==> config.mk <==
export PLATFORM = sky130hd
export DESIGN_NAME = gc_trigger_policy_unit_flat
export DESIGN_NICKNAME = d
export VERILOG_FILES = /design/src/gtp_pkg.sv /design/src/gtp_in_if.sv /design/src/gtp_out_if.sv /design/src/gc_trigger_policy_unit.sv /design/src/flat_wrapper.sv
export SDC_FILE = /design/constraint.sdc
export NUM_CORES = 2
export LEC_CHECK = 0
export BUFFER_PORTS_ARGS = -buffer_cell sky130_fd_sc_hd__buf_2
export CAP_MARGIN = 20
export CORE_MARGIN = 5
export CORE_UTILIZATION = 40
export CTS_BUF_LIST = sky130_fd_sc_hd__clkbuf_4
export DETAILED_ROUTE_END_ITERATION = 6
export SKIP_LAST_GASP = 1
export SYNTH_ARGS = -nofsm -noshare
export SYNTH_HDL_FRONTEND = slang
export SYNTH_SLANG_ARGS = --single-unit
==> constraint.sdc <==
create_clock -name clk -period 9.47 [get_ports clk]
set_clock_uncertainty 0.15 [all_clocks]
set_input_delay 1.4205 -clock clk [delete_from_list [all_inputs] [get_ports clk]]
set_output_delay 1.4205 -clock clk [all_outputs]
set_load 0.01 [all_outputs]
==> src/gtp_pkg.sv <==
`timescale 1ns / 1ps
// ----------------------------------------------------------------------------
// gtp_pkg
// Shared constants for the collection trigger policy unit:
// command and action codes, field widths, parameter defaults and ratios.
// ----------------------------------------------------------------------------
package gtp_pkg;

  // Field widths of the item channels
  localparam int CMD_W       = 3;
  localparam int ACT_W       = 2;
  localparam int TOTAL_IN_W  = 48;
  localparam int SLOT_W      = 32;
  localparam int PAGE_W      = 20;
  localparam int OBJ_W       = 32;
  localparam int CNT_OUT_W   = 32;
  localparam int SPP_W       = 16;

  // Peak growth storage, wide enough for the largest cap
  localparam int PEAK_W      = 18;

  // Parameter defaults
  localparam int TOTAL_WIDTH_DEF   = 48;
  localparam int COUNTER_WIDTH_DEF = 32;
  localparam int PEAK_CAP_DEF      = 200000;

  // Reset value of slots per page
  localparam logic [SPP_W-1:0] SPP_RESET = 16'd408;

  // Fill ratio 0.97 as 100 * n >= 97 * limit
  localparam int RATIO_SCALE = 100;
  localparam int RATIO_FULL  = 97;
  // Major margin 0.98 as 50 * gap <= 49 * peak
  localparam int MAJ_SCALE   = 50;
  localparam int MAJ_MARGIN  = 49;

  // Commands
  localparam logic [CMD_W-1:0] CMD_GC_START  = 3'd0;
  localparam logic [CMD_W-1:0] CMD_MARK_END  = 3'd1;
  localparam logic [CMD_W-1:0] CMD_SWEEP_END = 3'd2;
  localparam logic [CMD_W-1:0] CMD_RUN       = 3'd3;
  localparam logic [CMD_W-1:0] CMD_MINOR_OUT = 3'd4;
  localparam logic [CMD_W-1:0] CMD_CLEAR     = 3'd5;

  // Actions
  localparam logic [ACT_W-1:0] ACT_NONE  = 2'd0;
  localparam logic [ACT_W-1:0] ACT_SWEEP = 2'd1;
  localparam logic [ACT_W-1:0] ACT_MAJOR = 2'd2;
  localparam logic [ACT_W-1:0] ACT_MINOR = 2'd3;

endpackage

==> src/gtp_in_if.sv <==
`timescale 1ns / 1ps
// ----------------------------------------------------------------------------
// gtp_in_if
// Input item channel: valid/ready handshake with the event/run payload.
// ----------------------------------------------------------------------------
interface gtp_in_if
  import gtp_pkg::*;
();
  logic                  valid;
  logic                  ready;
  logic [CMD_W-1:0]      cmd;
  logic [TOTAL_IN_W-1:0] allocated_total;
  logic [SLOT_W-1:0]     swept_slots;
  logic [PAGE_W-1:0]     empty_pages;
  logic [SLOT_W-1:0]     final_slots;
  logic [OBJ_W-1:0]      old_objects;
  logic [OBJ_W-1:0]      old_limit;
  logic [OBJ_W-1:0]      shady_objects;
  logic [OBJ_W-1:0]      shady_limit;
  logic                  became_major;

  modport source (
    output valid, cmd, allocated_total, swept_slots, empty_pages, final_slots,
           old_objects, old_limit, shady_objects, shady_limit, became_major,
    input  ready
  );

  modport sink (
    input  valid, cmd, allocated_total, swept_slots, empty_pages, final_slots,
           old_objects, old_limit, shady_objects, shady_limit, became_major,
    output ready
  );
endinterface

==> src/gtp_out_if.sv <==
`timescale 1ns / 1ps
// ----------------------------------------------------------------------------
// gtp_out_if
// Result item channel: valid/ready handshake with action and counters.
// ----------------------------------------------------------------------------
interface gtp_out_if
  import gtp_pkg::*;
();
  logic                 valid;
  logic                 ready;
  logic [ACT_W-1:0]     action;
  logic                 enabled;
  logic [CNT_OUT_W-1:0] major_tally;
  logic [CNT_OUT_W-1:0] minor_tally;
  logic [CNT_OUT_W-1:0] sweep_tally;
  logic [CNT_OUT_W-1:0] total_count;

  modport source (
    output valid, action, enabled, major_tally, minor_tally, sweep_tally,
           total_count,
    input  ready
  );

  modport sink (
    input  valid, action, enabled, major_tally, minor_tally, sweep_tally,
           total_count,
    output ready
  );
endinterface

==> src/gc_trigger_policy_unit.sv <==
`timescale 1ns / 1ps
// ----------------------------------------------------------------------------
// gc_trigger_policy_unit
// Collection trigger policy: tracks collector events and allocation growth
// and answers sweep, major, minor or nothing for each run item.
// ----------------------------------------------------------------------------
// The unit takes one item per clock while ready is high and returns one result
// item for each, in order, through the stage 1 register and the output register.
// The first stage updates the policy state (pending sweep, allocation limit,
// growth mean and peak) on acceptance, so a following item sees it at once;
// the second stage makes the major/minor decision from registered gap,
// mean and peak and updates the counters into the output register. Throughput
// is one item per cycle; ready only drops while the output register is full
// and not being taken.
module gc_trigger_policy_unit
  import gtp_pkg::*;
#(
  parameter int TOTAL_WIDTH   = TOTAL_WIDTH_DEF,
  parameter int COUNTER_WIDTH = COUNTER_WIDTH_DEF,
  parameter int PEAK_CAP      = PEAK_CAP_DEF
) (
  input  logic             clk,
  input  logic             rst_n,
  input  logic             cfg_we,
  input  logic [SPP_W-1:0] cfg_wdata,
  gtp_in_if.sink           in_ch,
  gtp_out_if.source        out_ch
);

  localparam int TW = TOTAL_WIDTH;
  localparam int CW = COUNTER_WIDTH;
  localparam int RW = OBJ_W + 7;        // 100 * 32-bit value
  localparam int MW = PEAK_W + 6;       // 50 * peak-range value
  localparam int PW = PAGE_W + SPP_W;   // pages * slots per page

  // --------------------------------------------------------------------------
  // Handshake
  // --------------------------------------------------------------------------
  logic out_valid_r, out_valid_nxt;
  logic s1_valid_r, s1_valid_nxt;
  logic out_free, s1_adv, in_fire;

  assign out_free    = !out_valid_r || out_ch.ready;
  assign s1_adv      = s1_valid_r && out_free;
  assign in_ch.ready = !s1_valid_r || out_free;
  assign in_fire     = in_ch.valid && in_ch.ready;

  assign s1_valid_nxt  = in_fire ? 1'b1 : (s1_adv ? 1'b0 : s1_valid_r);
  assign out_valid_nxt = s1_adv ? 1'b1 : (out_ch.ready ? 1'b0 : out_valid_r);

  // --------------------------------------------------------------------------
  // Policy state
  // --------------------------------------------------------------------------
  logic [SPP_W-1:0]  spp_r;
  logic              armed_r, armed_nxt;
  logic              pending_r, pending_nxt;
  logic [TW-1:0]     prev_r, prev_nxt;
  logic [TW-1:0]     budget_r, budget_nxt;
  logic [TW-1:0]     tas_r, tas_nxt;
  logic [TW-1:0]     mean_r, mean_nxt;
  logic [PEAK_W-1:0] peak_r, peak_nxt;

  // Stage 1 arithmetic on the incoming item
  logic [TW-1:0] total, delta, quarter, blend, peak_max, budget_calc, gap;
  logic [3:0]    rem3;
  logic [PW-1:0] page_slots;
  logic          first, total_ge, old_full, shady_full;

  assign total    = TW'(in_ch.allocated_total);
  assign delta    = total - prev_r;
  assign first    = (prev_r == '0);
  assign total_ge = (total >= budget_r);
  assign gap      = budget_r - total;

  // quarter-weight mean: d/4 + 3m/4 computed as floor pieces
  assign quarter = mean_r >> 2;
  assign rem3    = {2'b00, mean_r[1:0]} + {1'b0, mean_r[1:0], 1'b0};
  assign blend   = (delta >> 2) + quarter + (quarter << 1) + TW'(rem3[3:2]);

  // peak raised to the growth, then capped
  assign peak_max = (delta > TW'(peak_r)) ? delta : TW'(peak_r);

  // limit after sweep: start total + swept + empty page slots - final slots
  assign page_slots  = PW'(in_ch.empty_pages) * PW'(spp_r);
  assign budget_calc = tas_r + TW'(in_ch.swept_slots) + TW'(page_slots)
                       - TW'(in_ch.final_slots);

  // 97 percent fill tests
  assign old_full   = (RW'(in_ch.old_objects) * RW'(RATIO_SCALE))
                      >= (RW'(in_ch.old_limit) * RW'(RATIO_FULL));
  assign shady_full = (RW'(in_ch.shady_objects) * RW'(RATIO_SCALE))
                      >= (RW'(in_ch.shady_limit) * RW'(RATIO_FULL));

  // next state of the policy
  always_comb begin
    armed_nxt   = armed_r;
    pending_nxt = pending_r;
    prev_nxt    = prev_r;
    budget_nxt  = budget_r;
    tas_nxt     = tas_r;
    mean_nxt    = mean_r;
    peak_nxt    = peak_r;
    if (in_fire) begin
      case (in_ch.cmd)
        CMD_GC_START: begin
          if (armed_r) begin
            budget_nxt = '0;
            tas_nxt    = total;
          end
        end
        CMD_MARK_END: begin
          if (armed_r) begin
            pending_nxt = 1'b1;
          end
        end
        CMD_SWEEP_END: begin
          if (armed_r) begin
            pending_nxt = 1'b0;
            budget_nxt  = budget_calc;
          end
        end
        CMD_RUN: begin
          armed_nxt = 1'b1;
          prev_nxt  = total;
          if (!first) begin
            mean_nxt = (mean_r != '0) ? blend : delta;
            peak_nxt = (peak_max > TW'(PEAK_CAP)) ? PEAK_W'(PEAK_CAP)
                                                  : PEAK_W'(peak_max);
          end
        end
        default: begin
        end
      endcase
    end
  end

  always_ff @(posedge clk) begin
    if (!rst_n) begin
      spp_r     <= SPP_RESET;
      armed_r   <= 1'b0;
      pending_r <= 1'b0;
      prev_r    <= '0;
      budget_r  <= '0;
      tas_r     <= '0;
      mean_r    <= '0;
      peak_r    <= '0;
    end else begin
      if (cfg_we) begin
        spp_r <= cfg_wdata;
      end
      armed_r   <= armed_nxt;
      pending_r <= pending_nxt;
      prev_r    <= prev_nxt;
      budget_r  <= budget_nxt;
      tas_r     <= tas_nxt;
      mean_r    <= mean_nxt;
      peak_r    <= peak_nxt;
    end
  end

  // --------------------------------------------------------------------------
  // Stage 1 register: decision inputs for the accepted item
  // --------------------------------------------------------------------------
  logic [CMD_W-1:0]  s1_cmd_r;
  logic              s1_became_r, s1_enabled_r, s1_pending_r, s1_budget_nz_r;
  logic              s1_ge_r, s1_full_r;
  logic [TW-1:0]     s1_gap_r, s1_mean_r;
  logic [PEAK_W-1:0] s1_peak_r;

  always_ff @(posedge clk) begin
    if (!rst_n) begin
      s1_valid_r <= 1'b0;
    end else begin
      s1_valid_r <= s1_valid_nxt;
    end
  end

  always_ff @(posedge clk) begin
    if (in_fire) begin
      s1_cmd_r       <= in_ch.cmd;
      s1_became_r    <= in_ch.became_major;
      s1_enabled_r   <= armed_nxt;
      s1_pending_r   <= pending_r;
      s1_budget_nz_r <= (budget_r != '0);
      s1_ge_r        <= total_ge;
      s1_full_r      <= old_full || shady_full;
      s1_gap_r       <= gap;
      s1_mean_r      <= mean_nxt;
      s1_peak_r      <= peak_nxt;
    end
  end

  // --------------------------------------------------------------------------
  // Stage 2: major/minor decision and counters
  // --------------------------------------------------------------------------
  logic          gap_le_peak, maj_margin_ok, major_due, minor_due;
  logic [MW-1:0] maj_lhs, maj_rhs;

  assign gap_le_peak   = (s1_gap_r <= TW'(s1_peak_r));
  assign maj_lhs       = MW'(s1_gap_r[PEAK_W-1:0]) * MW'(MAJ_SCALE);
  assign maj_rhs       = MW'(s1_peak_r) * MW'(MAJ_MARGIN);
  assign maj_margin_ok = gap_le_peak && (maj_lhs <= maj_rhs);
  assign major_due     = s1_ge_r || maj_margin_ok;
  assign minor_due     = s1_ge_r || (s1_gap_r <= s1_mean_r);

  logic [CW-1:0]    major_r, major_nxt;
  logic [CW-1:0]    minor_r, minor_nxt;
  logic [CW-1:0]    sweep_r, sweep_nxt;
  logic [CW-1:0]    cnt_sum;
  logic [ACT_W-1:0] act_nxt;

  always_comb begin
    major_nxt = major_r;
    minor_nxt = minor_r;
    sweep_nxt = sweep_r;
    act_nxt   = ACT_NONE;
    case (s1_cmd_r)
      CMD_RUN: begin
        if (s1_pending_r) begin
          act_nxt   = ACT_SWEEP;
          sweep_nxt = sweep_r + CW'(1);
        end else if (s1_budget_nz_r) begin
          if (s1_full_r && major_due) begin
            act_nxt   = ACT_MAJOR;
            major_nxt = major_r + CW'(1);
          end else if (minor_due) begin
            act_nxt = ACT_MINOR;
          end
        end
      end
      CMD_MINOR_OUT: begin
        if (s1_became_r) begin
          major_nxt = major_r + CW'(1);
        end else begin
          minor_nxt = minor_r + CW'(1);
        end
      end
      CMD_CLEAR: begin
        major_nxt = '0;
        minor_nxt = '0;
        sweep_nxt = '0;
      end
      default: begin
      end
    endcase
  end

  assign cnt_sum = major_nxt + minor_nxt + sweep_nxt;

  always_ff @(posedge clk) begin
    if (!rst_n) begin
      out_valid_r <= 1'b0;
      major_r     <= '0;
      minor_r     <= '0;
      sweep_r     <= '0;
    end else begin
      out_valid_r <= out_valid_nxt;
      if (s1_adv) begin
        major_r <= major_nxt;
        minor_r <= minor_nxt;
        sweep_r <= sweep_nxt;
      end
    end
  end

  // result register
  logic [ACT_W-1:0]     res_action_r;
  logic                 res_enabled_r;
  logic [CNT_OUT_W-1:0] res_major_r, res_minor_r, res_sweep_r, res_total_r;

  always_ff @(posedge clk) begin
    if (s1_adv) begin
      res_action_r  <= act_nxt;
      res_enabled_r <= s1_enabled_r;
      res_major_r   <= CNT_OUT_W'(major_nxt);
      res_minor_r   <= CNT_OUT_W'(minor_nxt);
      res_sweep_r   <= CNT_OUT_W'(sweep_nxt);
      res_total_r   <= CNT_OUT_W'(cnt_sum);
    end
  end

  assign out_ch.valid       = out_valid_r;
  assign out_ch.action      = res_action_r;
  assign out_ch.enabled     = res_enabled_r;
  assign out_ch.major_tally = res_major_r;
  assign out_ch.minor_tally = res_minor_r;
  assign out_ch.sweep_tally = res_sweep_r;
  assign out_ch.total_count = res_total_r;

  // --------------------------------------------------------------------------
  // Assertions
  // --------------------------------------------------------------------------
  // peak growth never exceeds its cap
  a_peak_capped: assert property (@(posedge clk) disable iff (!rst_n)
    TW'(peak_r) <= TW'(PEAK_CAP))
    else $error("peak growth above cap");

  // a limit can only be set once tracking is armed
  a_budget_armed: assert property (@(posedge clk) disable iff (!rst_n)
    (budget_r != '0) |-> armed_r)
    else $error("allocation limit set while unarmed");

  // any trigger comes from an armed block
  a_action_enabled: assert property (@(posedge clk) disable iff (!rst_n)
    (out_valid_r && (res_action_r != ACT_NONE)) |-> res_enabled_r)
    else $error("action reported while not enabled");

  // enabled never drops from one result to the next
  a_enabled_sticky: assert property (@(posedge clk) disable iff (!rst_n)
    (out_ch.valid && out_ch.ready && out_ch.enabled) |=>
      (!out_ch.valid || out_ch.enabled))
    else $error("enabled dropped");

  // a stage 1 item is held until the output side takes it
  a_s1_hold: assert property (@(posedge clk) disable iff (!rst_n)
    (s1_valid_r && !out_free) |=> s1_valid_r)
    else $error("stage 1 item lost under stall");

endmodule

==> src/flat_wrapper.sv <==
// flat-port wrapper written by rule: the top's interface ports become plain ports
module gc_trigger_policy_unit_flat import gtp_pkg::*;
#(
  parameter int TOTAL_WIDTH   = TOTAL_WIDTH_DEF,
  parameter int COUNTER_WIDTH = COUNTER_WIDTH_DEF,
  parameter int PEAK_CAP      = PEAK_CAP_DEF
)
  (clk, rst_n, cfg_we, cfg_wdata, in_ch_valid, in_ch_cmd, in_ch_allocated_total, in_ch_swept_slots, in_ch_empty_pages, in_ch_final_slots, in_ch_old_objects, in_ch_old_limit, in_ch_shady_objects, in_ch_shady_limit, in_ch_became_major, in_ch_ready, out_ch_valid, out_ch_action, out_ch_enabled, out_ch_major_tally, out_ch_minor_tally, out_ch_sweep_tally, out_ch_total_count, out_ch_ready);
  gtp_in_if in_ch_i ();
  gtp_out_if out_ch_i ();
  input  logic clk;
  input  logic rst_n;
  input  logic cfg_we;
  input  logic [SPP_W-1:0] cfg_wdata;
  input wire logic [$bits(in_ch_i.valid)-1:0] in_ch_valid;
  input wire logic [$bits(in_ch_i.cmd)-1:0] in_ch_cmd;
  input wire logic [$bits(in_ch_i.allocated_total)-1:0] in_ch_allocated_total;
  input wire logic [$bits(in_ch_i.swept_slots)-1:0] in_ch_swept_slots;
  input wire logic [$bits(in_ch_i.empty_pages)-1:0] in_ch_empty_pages;
  input wire logic [$bits(in_ch_i.final_slots)-1:0] in_ch_final_slots;
  input wire logic [$bits(in_ch_i.old_objects)-1:0] in_ch_old_objects;
  input wire logic [$bits(in_ch_i.old_limit)-1:0] in_ch_old_limit;
  input wire logic [$bits(in_ch_i.shady_objects)-1:0] in_ch_shady_objects;
  input wire logic [$bits(in_ch_i.shady_limit)-1:0] in_ch_shady_limit;
  input wire logic [$bits(in_ch_i.became_major)-1:0] in_ch_became_major;
  output wire logic [$bits(in_ch_i.ready)-1:0] in_ch_ready;
  output wire logic [$bits(out_ch_i.valid)-1:0] out_ch_valid;
  output wire logic [$bits(out_ch_i.action)-1:0] out_ch_action;
  output wire logic [$bits(out_ch_i.enabled)-1:0] out_ch_enabled;
  output wire logic [$bits(out_ch_i.major_tally)-1:0] out_ch_major_tally;
  output wire logic [$bits(out_ch_i.minor_tally)-1:0] out_ch_minor_tally;
  output wire logic [$bits(out_ch_i.sweep_tally)-1:0] out_ch_sweep_tally;
  output wire logic [$bits(out_ch_i.total_count)-1:0] out_ch_total_count;
  input wire logic [$bits(out_ch_i.ready)-1:0] out_ch_ready;
  assign in_ch_i.valid = in_ch_valid;
  assign in_ch_i.cmd = in_ch_cmd;
  assign in_ch_i.allocated_total = in_ch_allocated_total;
  assign in_ch_i.swept_slots = in_ch_swept_slots;
  assign in_ch_i.empty_pages = in_ch_empty_pages;
  assign in_ch_i.final_slots = in_ch_final_slots;
  assign in_ch_i.old_objects = in_ch_old_objects;
  assign in_ch_i.old_limit = in_ch_old_limit;
  assign in_ch_i.shady_objects = in_ch_shady_objects;
  assign in_ch_i.shady_limit = in_ch_shady_limit;
  assign in_ch_i.became_major = in_ch_became_major;
  assign in_ch_ready = in_ch_i.ready;
  assign out_ch_valid = out_ch_i.valid;
  assign out_ch_action = out_ch_i.action;
  assign out_ch_enabled = out_ch_i.enabled;
  assign out_ch_major_tally = out_ch_i.major_tally;
  assign out_ch_minor_tally = out_ch_i.minor_tally;
  assign out_ch_sweep_tally = out_ch_i.sweep_tally;
  assign out_ch_total_count = out_ch_i.total_count;
  assign out_ch_i.ready = out_ch_ready;
  gc_trigger_policy_unit #(.TOTAL_WIDTH(TOTAL_WIDTH), .COUNTER_WIDTH(COUNTER_WIDTH), .PEAK_CAP(PEAK_CAP)) u_core (.clk(clk), .rst_n(rst_n), .cfg_we(cfg_we), .cfg_wdata(cfg_wdata), .in_ch(in_ch_i), .out_ch(out_ch_i));
endmodule
## After elaboration in Yosys (flattened, before gate mapping)

Index checks and enable logic that the tools add are counted.

| storage, ports and cells | value |
|---|---|
| bits in registers | 580 |
| input bits | 285 |
| output and inout port bits | 133 |
| word-level logic and storage cells | 128 |

| cells by class | value |
|---|---|
| add/subtract/negate cells | 14 |
| multiply operators | 7 |
| magnitude comparators | 8 |
| eq/ne operators | 9 |
| muxes and demuxes | 34 |
| bitwise gates (word level) | 2 |
| reductions and logical operators | 24 |

Operators with widths:

| kind | number |
|---|---|
| $mux 48 | 7 |
| $mux 32 | 6 |
| $pmux 32 s2 | 2 |
| $add 32x1->32 const B | 3 |
| $pmux 32 s3 | 1 |
| $pmux 48 s2 | 1 |
| $reduce_bool 48->1 | 2 |
| $sub 48x48->48 | 2 |
| $ge 39x39->1 | 2 |
| $mul 32x7->39 const B | 2 |
| $mul 32x5->37 const B | 2 |
| $mux 18 | 4 |
| $add 32x32->32 | 2 |
| $add 48x2->48 | 1 |
| $add 48x32->48 | 1 |
| $add 48x36->48 | 1 |
| $add 48x47->48 | 1 |
| $ge 48x48->1 | 1 |
| $gt 48x18->1 | 1 |
| $gt 48x18->1 const B | 1 |
| $le 48x18->1 | 1 |
| $le 48x48->1 | 1 |
| $logic_not 48->1 | 1 |
| $sub 48x32->48 | 1 |
| other kinds (23) | 51 |

## Depth between registers and ports, before layout

| depth | value |
|---|---|
| depth after elaboration | 11 |
| gate-level depth with buffers | 49 |

## Worst setup path before layout

OpenSTA, ideal clock, no wires.

| path | value |
|---|---|
| kind | reg2reg |
| start point | register u_core.s1_gap_r[2] |
| end point | register u_core.res_total_r[29] (netlist: u_core.out_ch.total_count[29]), data pin |
| library setup time | 259 ps |
| arrival time | 9,767 ps |
| data required time | 9,061 ps |
| slack | -706 ps |
| cell stages (with the launch flop) | 43 |
| path buffers | 2 |
| clock period less this slack | 10,176 ps |
| cell sequence | edfxtp_1 -> ha_1 -> ha_1 -> fa_1 -> ha_1 -> nor2b_1 -> o21ai_0 -> a21boi_0 -> o21ai_0 -> a21boi_0 -> o21ai_0 -> a21boi_0 -> o21ai_0 -> a21boi_0 -> o41a_1 -> a41o_1 -> o41ai_1 -> xnor2_1 -> (+7 left out) -> clkbuf_1 -> and2_1 -> xnor2_1 -> o21ai_0 -> fa_1 -> ha_1 -> a21o_1 -> a21oi_1 -> nor2b_1 -> or2_2 -> nor3_1 -> a21oi_1 -> a221oi_1 -> a211oi_1 -> o311ai_0 -> and3_1 -> nor4bb_1 -> a211o_1 |

| between the ends | value |
|---|---|
| cells in the longest elaborated chain, start to end | 11 |
| elaborated cells on any way between the ends | 12 |
| those cells by class | 2 x add/sub; 1 x mul; 2 x order compare; 4 x mux; 3 x reduce/logical |

Ends and longest elaborated chain:

| element | RTL line | RTL |
|---|---|---|
| start: declaration | gc_trigger_policy_unit.sv:167 | `logic [TW-1:0] s1_gap_r, s1_mean_r;` |
| start signal: assignment | gc_trigger_policy_unit.sv:187 | `s1_gap_r <= gap;` |
| $mul 18x5->23 | gc_trigger_policy_unit.sv:200 | `assign maj_lhs = MW'(s1_gap_r[PEAK_W-1:0]) * MW'(MAJ_SCALE);` |
| $le 24x24->1 | gc_trigger_policy_unit.sv:202 | `assign maj_margin_ok = gap_le_peak && (maj_lhs <= maj_rhs);` |
| $logic_and 1x1->1 (*) | gc_trigger_policy_unit.sv:202 |  |
| $logic_or 1x1->1 (*) | gc_trigger_policy_unit.sv:203 | `assign major_due = s1_ge_r \|\| maj_margin_ok;` |
| $logic_and 1x1->1 (*) | gc_trigger_policy_unit.sv:223 | `if (s1_full_r && major_due) begin` |
| $mux 32 (*) | gc_trigger_policy_unit.sv:223 |  |
| $mux 32 (*) | gc_trigger_policy_unit.sv:222 | `end else if (s1_budget_nz_r) begin` |
| $mux 32 (*) | gc_trigger_policy_unit.sv:219 | `if (s1_pending_r) begin` |
| $pmux 32 s3 (*) | gc_trigger_policy_unit.sv:217 | `case (s1_cmd_r)` |
| via u_core.major_nxt[14] | gc_trigger_policy_unit.sv:206 | `logic [CW-1:0] major_r, major_nxt;` |
| $add 32x32->32 (*) (2 in a row) | gc_trigger_policy_unit.sv:248 | `assign cnt_sum = major_nxt + minor_nxt + sweep_nxt;` |
| via u_core.cnt_sum[29] | gc_trigger_policy_unit.sv:209 | `logic [CW-1:0] cnt_sum;` |
| end signal: assignment | gc_trigger_policy_unit.sv:278 | `res_total_r <= CNT_OUT_W'(cnt_sum);` |
| end: declaration | gc_trigger_policy_unit.sv:269 | `logic [CNT_OUT_W-1:0] res_major_r, res_minor_r, res_sweep_r, res_total_r;` |

The timed path passes the listed nets; every way through them passes the cells marked *.
A chain may end at the register's enable or synchronous reset.

## Final worst setup path

| path | value |
|---|---|
| start point | register u_core.s1_gap_r[2] |
| end point | register u_core.res_total_r[29] (netlist: u_core.out_ch.total_count[29]), data pin |

| between the ends | value |
|---|---|
| cells in the longest elaborated chain, start to end | 11 |
| elaborated cells on any way between the ends | 12 |
| those cells by class | 2 x add/sub; 1 x mul; 2 x order compare; 4 x mux; 3 x reduce/logical |

Ends and longest elaborated chain:

| element | RTL line |
|---|---|
| $mul 18x5->23 | gc_trigger_policy_unit.sv:200 |
| $le 24x24->1 | gc_trigger_policy_unit.sv:202 |
| $logic_and 1x1->1 (*) | gc_trigger_policy_unit.sv:202 |
| $logic_or 1x1->1 (*) | gc_trigger_policy_unit.sv:203 |
| $logic_and 1x1->1 (*) | gc_trigger_policy_unit.sv:223 |
| $mux 32 (*) | gc_trigger_policy_unit.sv:223 |
| $mux 32 (*) | gc_trigger_policy_unit.sv:222 |
| $mux 32 (*) | gc_trigger_policy_unit.sv:219 |
| $pmux 32 s3 (*) | gc_trigger_policy_unit.sv:217 |
| $add 32x32->32 (*) (2 in a row) | gc_trigger_policy_unit.sv:248 |
| via u_core.cnt_sum[29] | gc_trigger_policy_unit.sv:209 |

Marked as above.

==> summary.md <==
| Metric | Value |
|---|---|
| Sum of met3 wire segment lengths after detailed routing | `9.07 mm` |
| Post-synthesis mux area share | `0.00706` |
| Distinct cells, synth | `slightly below 90` |
| Data arrival, critical path | `10,550 ps` |
| ANT nets after route | `0` |
| Max frequency | `0.102 GHz` |
| Via count of the first global-routing pass | `61,500` |
| Worst-case clock buffer depth | `3` |
| Pin count of the biggest net entering global routing | `91` |
| Number of levels in the clock H-tree | `4` |
| Sum of overflow across all layers after global routing | `0` |
| CTS tree | `built` |
| Reported leakage power | `between 40 and 50 nW` |
| Die width | `432 µm` |
| Min-Delay Path Depth | `0` |
| Standard-cell row count | `~160` |
| Type of the setup path with the least slack | `reg2reg` |
| Crit path buf inv count | `15` |
| Gpl congestion | `0.912` |
| Final cycle utilization of the critical path | `1.04` |
| Instance count of the mapped netlist | `8,411` |
| Initial antenna violation count | `44` |
| Placed Cells | `about 11,000` |
| Hold Crit Class | `reg2reg` |
| I/O pin count | `418` |
| Shortest period the worst path allows | `9840 ps` |
| Unrepaired setup endpoints after global routing | `yes` |
| Fraction of post-synthesis cell area in the top cell type by area | `0.206` |
| Metal-1 WL | `90.2 mm` |
| Via Count | `between 60,000 and 70,000` |
| Total nets after synthesis | `10,400` |
| Hold Path Sink | `u_core.out_ch.enabled$_DFFE_PP_` |
| Depth of the worst register-to-register path | `52` |
| Critical-path top delay cell | `sky130_fd_sc_hd__fa_1` |
| Setup Slack @ Placement | `-1370 ps` |
| Most area-hungry cell type in the Yosys netlist | `sky130_fd_sc_hd__ha_1` |
| Slew of the pin with the lowest slew margin | `1100 ps` |
| Power per unit of standard cell area | `201 nW/µm²` |
| Async S/R FF share, synth | `0` |
| Sequential-to-total area share from yosys stat | `0.199` |
| Synth Flop Type | `sky130_fd_sc_hd__dfxtp_1` |
| Count of flip-flops with a built-in enable after synthesis | `about 250` |
| Largest family of logic cells by synthesized area | `adder cells` |
| Total of max-cap violations | `0` |
| Worst reg2reg endpoint | `u_core.out_ch.total_count[29]$_DFFE_PP_` |
| Skew-Pair Late Insertion Delay | `roughly 1200 ps` |
| Syn Std Cell Area | `around 70,000 µm²` |
| Number of failing hold endpoints at the final stage | `0` |
| Overall global routing resource usage | `0.224` |
| Worst r2r src | `u_core.s1_gap_r[2]$_DFFE_PP_` |
| Adder-cell area share of the yosys netlist | `0.351` |
| Max-slew violation count | `0` |
| Clock-pin slew on the worst setup and hold paths | `around 70 ps` |
| Overall routed net length | `about 210 mm` |
| Leading cell type by number of instances after synthesis | `sky130_fd_sc_hd__inv_1` |
| Ratio of cells with drive above 1 in the final layout | `0.140` |
| Hold-fix buffer count after cts | `0` |
| Starting utilization of the core area | `0.401` |
| Mean post-synth cell area | `roughly 8.5 µm²` |
| Routed length on met2 | `about 100 mm` |
| Synthesized-area fraction occupied by and/or/nand/nor cells | `0.158` |
| Largest delay contributor family on the critical path | `compound AO/OA/AOI/OAI gates` |
| Most frequent CP cell | `sky130_fd_sc_hd__buf_4` |
| Worst-case setup margin in the final layout | `-375 ps` |
| Reg-to-reg setup timing slack | `-370 ps` |
| WP data required | `10,180 ps` |
| Max VDD drop | `681 µV` |
| Number of buffers added on ports | `around 420` |
| List of most frequent post-synthesis cells | `1,380 x sky130_fd_sc_hd__inv_1, 1,176 x sky130_fd_sc_hd__ha_1, 809 x sky130_fd_sc_hd__nand2_1` |
| Number of buffers created by CTS | `166` |
| Critical Path Sink Type | `flip-flop` |
| First drt pass iteration count | `6` |
| Average detailed-routed wire length per instance | `18.3 µm` |
| Placeable Area | `178,000 µm²` |
| Wire length of the first global-routing pass | `333 mm` |
| Number of violations reported at the end of detailed-routing iteration 0 | `3,389` |
| Biggest area contributors in the synthesized netlist | `sky130_fd_sc_hd__ha_1 21%, sky130_fd_sc_hd__fa_1 14%, sky130_fd_sc_hd__edfxtp_1 11%, sky130_fd_sc_hd__dfxtp_1 9.2%, sky130_fd_sc_hd__inv_1 7.3%` |
| Number of failing setup endpoints in the final timing report | `5` |
| Origin of the worst min-delay path | `u_core.s1_enabled_r$_DFFE_PP_` |
| Number of warning messages in the yosys log | `0` |
| Total die area | `187,000 µm²` |
| Max-Slew Margin vs Limit | `0.270` |
| Top fanout value on the critical path | `4` |
| Number of standard cells in the final layout excluding fillers | `11,700` |
| Synth-to-layout area growth | `14.9%` |
| Mean number of vias per cell | `approximately 5.3` |
| Violations in the final reports | `setup timing` |
| #FFs+latches synth | `580` |
| Clock Sinks | `between 500 and 600` |
| Startpoint types | `flip-flop` |
| Final HPWL from detailed placement | `179 mm` |
| Die outline height | `432 µm` |
| Uppermost layer routed | `met5` |
| Outcome | `finished, violations left` |
| # DRC | `0` |
| Fillers | `17,500` |
| Delay of the slowest critical-path stage | `530 ps` |
| Final cell utilization of the core | `0.461` |
| Post-route worst hold slack | `279 ps` |
| Fin nets | `between 10,000 and 15,000` |
| Fraction of the mapped netlist area in compound gates | `0.152` |
| Cell at the root of the clock tree | `sky130_fd_sc_hd__clkbuf_4` |
| Worst path depth | `52` |
| Post-synthesis xor/xnor area fraction | `0.0488` |
per-stage QoR:
stage	area, µm²	setup TNS [ps]	power [mW]
after floorplan	71400	0	11.0
after global placement	78600	-14720	13.7
after detailed placement	78600	-17890	13.8
after CTS	81100	-3470	16.5
after global routing	81900	-6950	18.1
final	81900	-1010	16.4
cell usage in the layout (no fill, tap or decap), drive strengths merged, types with 14 or more instances in the layout:
cell,synthesis,final
inv,1381,1388
ha,1176,1176
buf,17,871
nand2,809,809
a21oi,603,603
fa,515,515
nor2,508,508
dfxtp,326,326
o21ai,324,324
xnor2,264,264
edfxtp,254,254
clkbuf,214,230
and2,213,213
a21o,193,193
nand3,172,172
xor2,133,133
nor3,126,126
nand4,102,102
o21a,89,89
nand2b,86,86
a211oi,79,79
nor2b,77,77
nor4,73,73
and3,70,70
clkinv,1,54
mux2i,48,48
a31oi,48,48
o21bai,47,47
or3,47,47
o211ai,32,32
a22oi,31,31
o31ai,30,30
a21boi,30,30
or2,28,28
diode,0,26
a211o,21,21
o22ai,19,19
o311ai,14,14
state kept, by name, summed over array words and instances (netlist names), 48 cells and up:
| name | flops |
|---|---|
| u_core.mean_r | 48 |
| u_core.budget_r | 48 |
| u_core.s1_gap_r | 48 |
| u_core.s1_mean_r | 48 |
| u_core.prev_r | 48 |
| u_core.tas_r | 48 |
worst max path at each step:
stage                                              end                           from  slack (ps)
2_1_floorplan  u_core.out_ch.total_count[29]$_DFFE_PP_   u_core.s1_gap_r[2]$_DFFE_PP_         0.5
4_1_cts        u_core.out_ch.total_count[29]$_DFFE_PP_  u_core.s1_peak_r[1]$_DFFE_PP_        -520
6_report       u_core.out_ch.total_count[29]$_DFFE_PP_   u_core.s1_gap_r[2]$_DFFE_PP_        -370
3_3_place_gp   u_core.out_ch.total_count[29]$_DFFE_PP_  u_core.s1_peak_r[1]$_DFFE_PP_       -1240
5_1_grt        u_core.out_ch.total_count[29]$_DFFE_PP_  u_core.s1_peak_r[2]$_DFFE_PP_        -820
3_5_place_dp   u_core.out_ch.total_count[31]$_DFFE_PP_  u_core.s1_peak_r[1]$_DFFE_PP_       -1370
what timing repair did:
action,in CTS,in global routing
pin swaps,26,101
buffers inserted,24,38
resized for setup,54,128
setup endpoints to repair,23,25
power breakdown:
part | internal [mW] | switching, mW
logic | 4.78 | 6.39
registers | 2.74 | 0.110
clock network | 1.24 | 1.18
total | 8.76 | 7.68
area by class of cell:
| type | instances | area, µm² | area share |
|---|---|---|---|
| multi-input cells | 6218 | 51800 | 0.633 |
| flip-flops and latches | 580 | 14200 | 0.173 |
| repair buffers | 872 | 5590 | 0.0682 |
| inverters | 1382 | 5200 | 0.0635 |
| well taps | 2355 | 2950 | 0.0360 |
| clock buffers | 229 | 1720 | 0.0210 |
| clock inverters | 67 | 420 | 0.00513 |
| diodes | 26 | 65.1 | 0.000794 |
kinds of logic (layout without fill, tap and decap cells):
family                   count (synthesis)  in the layout
AO/OA/AOI/OAI                         1718           1718
XOR/XNOR                               397            397
AND/OR/NAND/NOR                       2362           2362
other                                    0             26
multiplexers                            50             50
adder cells (fa/ha/maj)               1691           1691
flip-flops                             580            580
buffers and inverters                 1613           2550
layer usage:
| layer | up-vias | GRT usage |
|---|---|---|
| met2 | 1407 | 0.392 |
| met3 | 361 | 0.0269 |
| li1 | 30300 | - |
| met1 | 29700 | 0.276 |
| met4 | 14 | 0.104 |
| met5 | - | 0 |
(Power assumes the default switching activity.)
